**src/hw/rtl/jte_pkg.sv**
```systemverilog
package jte_pkg;

   // what the back part does with one byte unit
   typedef enum logic [2:0] {
      KIND_NONE,
      KIND_RAW,
      KIND_BSL,
      KIND_ESC,
      KIND_CLOSE
   } kind_type;

   // one command from the front part: optional open quote, up to three held
   // bytes (escaped or raw), then one tail unit
   typedef struct packed {
      logic             open_q;
      logic [2:0][7:0]  held;
      logic [1:0]       held_n;
      logic             held_esc;
      kind_type         tail_kind;
      logic [7:0]       tail_byte;
   } cmd_type;

   localparam int CMDQ_DEPTH = 4;
   localparam int CMDQ_AW    = $clog2(CMDQ_DEPTH);

   localparam logic [7:0] CH_QUOTE  = 8'h22;
   localparam logic [7:0] CH_BSLASH = 8'h5c;
   localparam logic [7:0] CH_U      = 8'h75;
   localparam logic [7:0] CH_ZERO   = 8'h30;

endpackage

```
**src/hw/rtl/jte_front.sv**
```systemverilog
module jte_front (
   input  logic             clock,
   input  logic             reset,
   input  logic             accept,
   input  logic             action,
   input  logic [7:0]       text_byte,
   output logic             cmd_push,
   output jte_pkg::cmd_type cmd
);

   logic            open_ff, open_in;
   logic [2:0][7:0] held_ff, held_in;
   logic [1:0]      hc_ff, hc_in;
   logic [2:0]      sl_ff, sl_in;
   logic            cont;
   logic            do_fresh;

   // continuation check against the held lead byte
   always_comb begin
      cont = (text_byte & 8'hc0) == 8'h80;
      if (hc_ff == 2'd1) begin
         if (held_ff[0] == 8'he0 && text_byte < 8'ha0) cont = 1'b0;
         if (held_ff[0] == 8'hed && text_byte >= 8'ha0) cont = 1'b0;
         if (held_ff[0] == 8'hf0 && text_byte < 8'h90) cont = 1'b0;
         if (held_ff[0] == 8'hf4 && text_byte >= 8'h90) cont = 1'b0;
      end
   end

   always_comb begin
      cmd           = '0;
      cmd.open_q    = !open_ff;
      cmd.held      = held_ff;
      cmd.held_n    = 2'd0;
      cmd.held_esc  = 1'b1;
      cmd.tail_kind = jte_pkg::KIND_NONE;
      cmd.tail_byte = text_byte;
      open_in       = open_ff;
      held_in       = held_ff;
      hc_in         = hc_ff;
      sl_in         = sl_ff;
      do_fresh      = 1'b0;
      if (accept) begin
         open_in = !action;
         if (action) begin
            cmd.held_n    = hc_ff;
            cmd.tail_kind = jte_pkg::KIND_CLOSE;
            hc_in         = 2'd0;
            sl_in         = 3'd0;
         end else if (hc_ff != 2'd0) begin
            if (cont && (3'(hc_ff) + 3'd1 >= sl_ff)) begin
               // sequence complete, pass through raw
               cmd.held_n    = hc_ff;
               cmd.held_esc  = 1'b0;
               cmd.tail_kind = jte_pkg::KIND_RAW;
               hc_in         = 2'd0;
               sl_in         = 3'd0;
            end else if (cont && hc_ff != 2'd3) begin
               held_in[hc_ff] = text_byte;
               hc_in          = hc_ff + 2'd1;
            end else begin
               cmd.held_n = hc_ff;
               hc_in      = 2'd0;
               sl_in      = 3'd0;
               do_fresh   = 1'b1;
            end
         end else begin
            do_fresh = 1'b1;
         end
         if (do_fresh) begin
            if (text_byte == jte_pkg::CH_QUOTE || text_byte == jte_pkg::CH_BSLASH) begin
               cmd.tail_kind = jte_pkg::KIND_BSL;
            end else if (text_byte < 8'h20) begin
               cmd.tail_kind = jte_pkg::KIND_ESC;
            end else if (text_byte < 8'h80) begin
               cmd.tail_kind = jte_pkg::KIND_RAW;
            end else if (text_byte >= 8'hc2 && text_byte <= 8'hdf) begin
               held_in[0] = text_byte;
               hc_in      = 2'd1;
               sl_in      = 3'd2;
            end else if (text_byte >= 8'he0 && text_byte <= 8'hef) begin
               held_in[0] = text_byte;
               hc_in      = 2'd1;
               sl_in      = 3'd3;
            end else if (text_byte >= 8'hf0 && text_byte <= 8'hf4) begin
               held_in[0] = text_byte;
               hc_in      = 2'd1;
               sl_in      = 3'd4;
            end else begin
               cmd.tail_kind = jte_pkg::KIND_ESC;
            end
         end
      end
   end

   assign cmd_push = accept && (cmd.open_q || cmd.held_n != 2'd0 ||
                                cmd.tail_kind != jte_pkg::KIND_NONE);

   always_ff @(posedge clock) begin
      held_ff <= held_in;
      if (reset) begin
         open_ff <= 1'b0;
         hc_ff   <= 2'd0;
         sl_ff   <= 3'd0;
      end else begin
         open_ff <= open_in;
         hc_ff   <= hc_in;
         sl_ff   <= sl_in;
      end
   end

endmodule

```
**src/hw/rtl/jte_cmdq.sv**
```systemverilog
module jte_cmdq (
   input  logic             clock,
   input  logic             reset,
   input  logic             wr_en,
   input  jte_pkg::cmd_type wr_cmd,
   output logic             full,
   output logic             head_valid,
   output jte_pkg::cmd_type head,
   input  logic             rd_en
);

   jte_pkg::cmd_type               mem_ff [jte_pkg::CMDQ_DEPTH];
   logic [jte_pkg::CMDQ_AW-1:0]    wp_ff, rp_ff;
   logic [jte_pkg::CMDQ_AW:0]      cnt_ff, cnt_in;

   assign full       = cnt_ff == (jte_pkg::CMDQ_AW+1)'(jte_pkg::CMDQ_DEPTH);
   assign head_valid = cnt_ff != '0;
   assign head       = mem_ff[rp_ff];

   always_comb begin
      cnt_in = cnt_ff;
      if (wr_en && !rd_en) cnt_in = cnt_ff + 1'b1;
      if (!wr_en && rd_en) cnt_in = cnt_ff - 1'b1;
   end

   always_ff @(posedge clock) begin
      if (wr_en) mem_ff[wp_ff] <= wr_cmd;
      if (reset) begin
         wp_ff  <= '0;
         rp_ff  <= '0;
         cnt_ff <= '0;
      end else begin
         if (wr_en) wp_ff <= wp_ff + 1'b1;
         if (rd_en) rp_ff <= rp_ff + 1'b1;
         cnt_ff <= cnt_in;
      end
   end

endmodule

```
**src/hw/rtl/jte_back.sv**
```systemverilog
module jte_back (
   input  logic             clock,
   input  logic             reset,
   input  logic             head_valid,
   input  jte_pkg::cmd_type head,
   output logic             cmd_pop,
   output logic             empty,
   input  logic             pop,
   output logic [7:0]       out_byte,
   output logic             run_last,
   output logic             text_closed
);

   // units: 0 open quote, 1..3 held bytes, 4 tail
   function automatic logic [2:0] unit_len(jte_pkg::cmd_type c, logic [2:0] u);
      logic [2:0] len;
      len = 3'd0;
      case (u)
         3'd0: len = c.open_q ? 3'd1 : 3'd0;
         3'd1, 3'd2, 3'd3: begin
            if (3'(c.held_n) > u - 3'd1) len = c.held_esc ? 3'd6 : 3'd1;
         end
         3'd4: begin
            case (c.tail_kind)
               jte_pkg::KIND_RAW:   len = 3'd1;
               jte_pkg::KIND_BSL:   len = 3'd2;
               jte_pkg::KIND_ESC:   len = 3'd6;
               jte_pkg::KIND_CLOSE: len = 3'd1;
               default:             len = 3'd0;
            endcase
         end
         default: len = 3'd0;
      endcase
      return len;
   endfunction

   function automatic logic [2:0] first_from(jte_pkg::cmd_type c, logic [2:0] start);
      logic [2:0] res;
      res = 3'd5;
      for (int i = 4; i >= 0; i--) begin
         if (3'(i) >= start && unit_len(c, 3'(i)) != 3'd0) res = 3'(i);
      end
      return res;
   endfunction

   function automatic logic [7:0] hex_digit(logic [3:0] v);
      return (v < 4'd10) ? (8'h30 + 8'(v)) : (8'h57 + 8'(v));
   endfunction

   typedef struct packed {
      logic [7:0] data;
      logic       last;
      logic       closed;
   } obuf_type;

   logic [2:0]          unit_ff, unit_in;
   logic [2:0]          sub_ff, sub_in;
   logic [2:0]          eff_unit, next_unit, cur_len;
   logic [1:0]          held_idx;
   jte_pkg::kind_type   kind;
   logic [7:0]          ubyte;
   obuf_type            word;
   logic                emit, done;
   obuf_type            ob_ff [2];
   logic                ob_wp_ff, ob_rp_ff;
   logic [1:0]          ob_cnt_ff;

   assign eff_unit  = first_from(head, unit_ff);
   assign next_unit = first_from(head, eff_unit + 3'd1);
   assign cur_len   = unit_len(head, eff_unit);
   assign held_idx  = 2'(eff_unit - 3'd1);
   assign done      = (sub_ff + 3'd1 == cur_len) && next_unit == 3'd5;
   assign emit      = head_valid && ob_cnt_ff != 2'd2;
   assign cmd_pop   = emit && done;

   always_comb begin
      kind  = jte_pkg::KIND_CLOSE;
      ubyte = head.tail_byte;
      if (eff_unit == 3'd0) begin
         kind = jte_pkg::KIND_CLOSE;
      end else if (eff_unit == 3'd4) begin
         kind = head.tail_kind;
      end else begin
         kind  = head.held_esc ? jte_pkg::KIND_ESC : jte_pkg::KIND_RAW;
         ubyte = head.held[held_idx];
      end
   end

   always_comb begin
      word.last   = done;
      word.closed = eff_unit == 3'd4 && kind == jte_pkg::KIND_CLOSE;
      case (kind)
         jte_pkg::KIND_RAW: word.data = ubyte;
         jte_pkg::KIND_BSL: word.data = (sub_ff == 3'd0) ? jte_pkg::CH_BSLASH : ubyte;
         jte_pkg::KIND_ESC: begin
            case (sub_ff)
               3'd0:    word.data = jte_pkg::CH_BSLASH;
               3'd1:    word.data = jte_pkg::CH_U;
               3'd2:    word.data = jte_pkg::CH_ZERO;
               3'd3:    word.data = jte_pkg::CH_ZERO;
               3'd4:    word.data = hex_digit(ubyte[7:4]);
               default: word.data = hex_digit(ubyte[3:0]);
            endcase
         end
         default: word.data = jte_pkg::CH_QUOTE;
      endcase
   end

   always_comb begin
      unit_in = unit_ff;
      sub_in  = sub_ff;
      if (emit) begin
         if (sub_ff + 3'd1 != cur_len) begin
            unit_in = eff_unit;
            sub_in  = sub_ff + 3'd1;
         end else if (next_unit == 3'd5) begin
            unit_in = 3'd0;
            sub_in  = 3'd0;
         end else begin
            unit_in = next_unit;
            sub_in  = 3'd0;
         end
      end
   end

   assign empty       = ob_cnt_ff == 2'd0;
   assign out_byte    = ob_ff[ob_rp_ff].data;
   assign run_last    = ob_ff[ob_rp_ff].last;
   assign text_closed = ob_ff[ob_rp_ff].closed;

   always_ff @(posedge clock) begin
      if (emit) ob_ff[ob_wp_ff] <= word;
      if (reset) begin
         unit_ff   <= 3'd0;
         sub_ff    <= 3'd0;
         ob_wp_ff  <= 1'b0;
         ob_rp_ff  <= 1'b0;
         ob_cnt_ff <= 2'd0;
      end else begin
         unit_ff <= unit_in;
         sub_ff  <= sub_in;
         if (emit) ob_wp_ff <= !ob_wp_ff;
         if (pop && !empty) ob_rp_ff <= !ob_rp_ff;
         if (emit && !(pop && !empty)) ob_cnt_ff <= ob_cnt_ff + 2'd1;
         if (!emit && (pop && !empty)) ob_cnt_ff <= ob_cnt_ff - 2'd1;
      end
   end

endmodule

```
**src/hw/rtl/json_text_escaper_utf8_top.sv**
```systemverilog
// path: a word's first output word, when it has one, is registered in the command queue
//   and then in the output buffer before it shows on the result ports
// throughput: one input word per cycle while the queue has room; one output byte per
//   cycle while the output buffer has room, so an escape (six bytes) or a flushed
//   sequence holds the back part and back-pressures through the four-deep command queue
// reset: synchronous, active high; clears string state, queue and output buffer
module json_text_escaper_utf8_top (
   input  logic       clock,
   input  logic       reset,
   // input side, queue-style
   input  logic       push,
   output logic       full,
   input  logic       req_action,
   input  logic [7:0] req_text_byte,
   // result side, queue-style
   output logic       empty,
   input  logic       pop,
   output logic [7:0] rsp_out_byte,
   output logic       rsp_run_last,
   output logic       rsp_text_closed
);

   logic             accept;
   logic             cmd_push;
   jte_pkg::cmd_type cmd;
   logic             q_full;
   logic             head_valid;
   jte_pkg::cmd_type head;
   logic             cmd_pop;

   // front accepts whenever the command queue has room
   assign full   = q_full;
   assign accept = push && !q_full;

   // front: classifies each byte, tracks utf-8 sequence state
   jte_front u_front (
      .clock     (clock),
      .reset     (reset),
      .accept    (accept),
      .action    (req_action),
      .text_byte (req_text_byte),
      .cmd_push  (cmd_push),
      .cmd       (cmd)
   );

   // short queue decoupling classification from byte expansion
   jte_cmdq u_cmdq (
      .clock      (clock),
      .reset      (reset),
      .wr_en      (cmd_push),
      .wr_cmd     (cmd),
      .full       (q_full),
      .head_valid (head_valid),
      .head       (head),
      .rd_en      (cmd_pop)
   );

   // back: expands each command into output bytes, one per cycle while the output buffer has room
   jte_back u_back (
      .clock       (clock),
      .reset       (reset),
      .head_valid  (head_valid),
      .head        (head),
      .cmd_pop     (cmd_pop),
      .empty       (empty),
      .pop         (pop),
      .out_byte    (rsp_out_byte),
      .run_last    (rsp_run_last),
      .text_closed (rsp_text_closed)
   );

endmodule

```
**config.mk**
```make
export PLATFORM = sky130hd
export DESIGN_NAME = json_text_escaper_utf8_top
export DESIGN_NICKNAME = d
export VERILOG_FILES = /design/src/hw/rtl/jte_pkg.sv /design/src/hw/rtl/jte_front.sv /design/src/hw/rtl/jte_cmdq.sv /design/src/hw/rtl/jte_back.sv /design/src/hw/rtl/json_text_escaper_utf8_top.sv
export SDC_FILE = /design/constraint.sdc
export NUM_CORES = 1
export LEC_CHECK = 0
export ABC_AREA = 1
export BUFFER_PORTS_ARGS = -buffer_cell sky130_fd_sc_hd__buf_2
export CORE_MARGIN = 2
export CORE_UTILIZATION = 65
export DETAILED_ROUTE_END_ITERATION = 10
export GPL_ROUTABILITY_DRIVEN = 0
export GPL_TIMING_DRIVEN = 0
export PLACE_DENSITY_LB_ADDON = 0.08
export SYNTH_ARGS = -nofsm -noshare
export SYNTH_HDL_FRONTEND = slang
export SYNTH_SLANG_ARGS = --single-unit
```
**constraint.sdc**
```tcl
create_clock -name clock -period 11.66 [get_ports clock]
set_clock_uncertainty 0.15 [all_clocks]
set_input_delay 0.583 -clock clock [delete_from_list [all_inputs] [get_ports clock]]
set_output_delay 0.583 -clock clock [all_outputs]
set_load 0.005 [all_outputs]
```
==> flow_metrics.env <==
export IMPL_status="finished, final reports clean"
export IMPL_p_leak_nw=4.59
export IMPL_slew_headroom_pct=20.2
export IMPL_hold_worst_slack_ns=0.129
export IMPL_clock_root_buffer="clkbuf_16"
export IMPL_detail_route_antenna_nets=0
export IMPL_synthArstFlopShare_pct=0
export IMPL_viasPerCell=5.91
export IMPL_grt_ovfl_total=0
export IMPL_first_iter_violations=848
export IMPL_clk_pin_slew_ns=0.06
export IMPL_core_mm2=0.0159
export IMPL_worstPathMaxFanout=12
export IMPL_drc=0
export IMPL_synth_top_cell_area_share_pct=57.0
export IMPL_synth_area_leaders="edfxtp_1, nand2_1, dfxtp_1"
export IMPL_path_class="reg -> reg"
export IMPL_die_x_um=131
export IMPL_power_density_mw_per_mm2=271
export IMPL_fin_crit_sh_pct=50.2
export IMPL_worst_r2r_setup_slack_ns=5.81
export IMPL_synthMuxAreaShare_pct=1.07
export IMPL_cts_htree_levels=1
export IMPL_tns_ns=0
export IMPL_ys_seq_elements=226
export IMPL_rows=46
export IMPL_antenna_found_initial=0
export IMPL_cts_buffer_depth=3
export IMPL_hp_class="in -> reg"
export IMPL_dr_pass1_iters=5
export IMPL_cts_setup_buffers=0
export IMPL_synth_flop_cell="edfxtp_1"
export IMPL_yosysTopAreaCell="edfxtp_1"
export IMPL_crit_top_cell="nand2_1"
export IMPL_worst_path_largest_cell_delay_ns=0.51
export IMPL_synth_simple_gate_area_share_pct=17.3
export IMPL_cts_sinks=226
export IMPL_max_vdd_ir_drop_uv=147
export IMPL_ys_seq_area_share_pct=61.9
export IMPL_drt_total_wl_um=24000
export IMPL_synthTopCellsByCount="nand2_1, edfxtp_1, nor2_1, inv_1, o21ai_0"
export IMPL_cts_tree="yes"
export IMPL_tightest_slew_ns=1.19
export IMPL_grt_max_degree=24
export IMPL_fin_crit_ns=5.85
export IMPL_clkLatencyLatePin_ns=0.53
export IMPL_ys_types=48
export IMPL_io_buffers=24
export IMPL_wl_per_cell_um=18.7
export IMPL_num_vias=7591
export IMPL_area_delta_synth_final_pct=11.5
export IMPL_hpwl_um=16100
export IMPL_cp_slowest_cell="clkbuf_1"
export IMPL_synth_compound_area_share_pct=10.6
export IMPL_track_usage_pct=28.1
export IMPL_rsz0062_at_grt="no"
export IMPL_antennaDiodeCount=0
export IMPL_final_util_pct=74.0
export IMPL_die_height_um=131
export IMPL_die_area_mm2=0.0172
export IMPL_postSynthCellCount=1002
export IMPL_fmax_mhz=171
export IMPL_r2r_cells=32
export IMPL_layout_nets=1099
export IMPL_holdBufCountCts=0
export IMPL_avgSynthCellArea_um2=10.5
export IMPL_synth_most_common_cell="nand2_1"
export IMPL_post_cts_resized=0
export IMPL_initial_utilization_pct=66.3
export IMPL_ios=25
export IMPL_drv_slew=0
export IMPL_finalHoldViolations=0
export IMPL_grt_pass1_vias=7195
export IMPL_syn_num_nets=1046
export IMPL_yosys_warnings=0
export IMPL_setup_viol=0
export IMPL_worstPathArrival_ns=6.10
export IMPL_cp_start_kind="register"
export IMPL_drive_above_1_share_pct=12.2
export IMPL_synth_adder_area_share_pct=3.75
export IMPL_critPathRequiredTime_ns=11.91
export IMPL_synth_top_family_by_area="simple AND/OR/NAND/NOR gates"
export IMPL_holdPathStages=2
export IMPL_synth_area_mm2=0.0105
export IMPL_synth_edf_count=200
export IMPL_cts_buffers_inserted=23
export IMPL_maxCapViolCount=0
export IMPL_grt_pass1_wl_um=37800
export IMPL_synth_xor_area_share_pct=0.249
export IMPL_end_kind="register"
==> path summary, 6_finish.rpt <==
path                                 startpoint                to
worst max-delay path                   register  u_cmdq.cnt_ff[2]
worst min register to register  u_back.ob_rp_ff   u_back.ob_rp_ff
worst min-delay path                      reset   u_front.open_ff
worst max register to register         register  u_cmdq.cnt_ff[2]
==> sequential cells by signal (all words and copies together), names as in the netlist, 3 cells and up, named ones only <==
register	count
u_back.unit_ff	3
u_front.cmd	24
u_cmdq.cnt_ff	3
u_cmdq.mem_ff	156
u_front.sl_ff	3
u_back.ob_ff	20
u_back.sub_ff	3
==> per-stage QoR <==
step	power (W)	cells	setup WS, ns	instance area, µm²
6_report	0.00319	1285	5.81	11700
5_1_grt	0.00339	1285	5.28	11700
4_1_cts	0.00317	1285	5.88	11700
3_3_place_gp	0.00244	1242	5.44	10900
2_1_floorplan	0.00209	1002	7.01	10500
3_5_place_dp	0.00248	1246	5.92	11000
==> cells in the final DEF, fill, tap and decap left out, drive strengths merged, types with 3 or more instances in the layout <==
| cell | count |
|---|---|
| nand2 | 222 |
| edfxtp | 200 |
| nor2 | 98 |
| inv | 96 |
| o21ai | 77 |
| a21oi | 59 |
| nand3 | 55 |
| clkbuf | 50 |
| buf | 46 |
| ha | 30 |
| dfxtp | 26 |
| nand4 | 17 |
| o22ai | 16 |
| nand3b | 10 |
| mux2 | 10 |
| a32o | 9 |
| o211ai | 9 |
| nor3 | 6 |
| clkinv | 5 |
| a31oi | 4 |
| or2 | 4 |
| o2111ai | 3 |
==> power by group <==
group	total [W]	switching, W	internal, W
registers	0.00107	0.0000400	0.00103
logic	0.00142	0.000977	0.000439
clock network	0.000699	0.000293	0.000406
==> per-layer routing <==
layer	share of wire [%]	global-route usage, %	wire length (µm)	vias to the layer above
met1	42	39.5	10000	3587
li1	-	-	-	3621
met2	47	45.9	11300	333
met4	2.1	9.12	495	0
met3	8.9	3.94	2140	50
met5	0	0	0	-
==> kinds of logic after synthesis <==
logic type	Yosys count
AOI/OAI and AO/OA	189
xor gates and xnor gates	3
adders and majority gates	31
buffers and inverters	131
DFF	226
muxes	10
and+or+nand+nor	412
==> cell type report <==
type / instances / area [µm²]
sequential: 226 / 6530
fill: 1121 / 4140
multi-input combinational: 645 / 3500
clock buffer: 32 / 641
inverter: 95 / 357
tap: 216 / 270
timing repair buffer: 28 / 200
buffer: 36 / 185
clock inverter: 7 / 71.3
==> worst max-delay path: cells and delay by family (launching register included) <==
kind	cells	cell delay, ns
and+or+nand+nor	15	1.57
buffers and inverters	7	1.45
adders and majority gates	4	1.24
AOI/OAI and AO/OA	5	0.68
DFF	1	0.46
xor gates and xnor gates	1	0.16
Power figures use the tool's default switching activity.
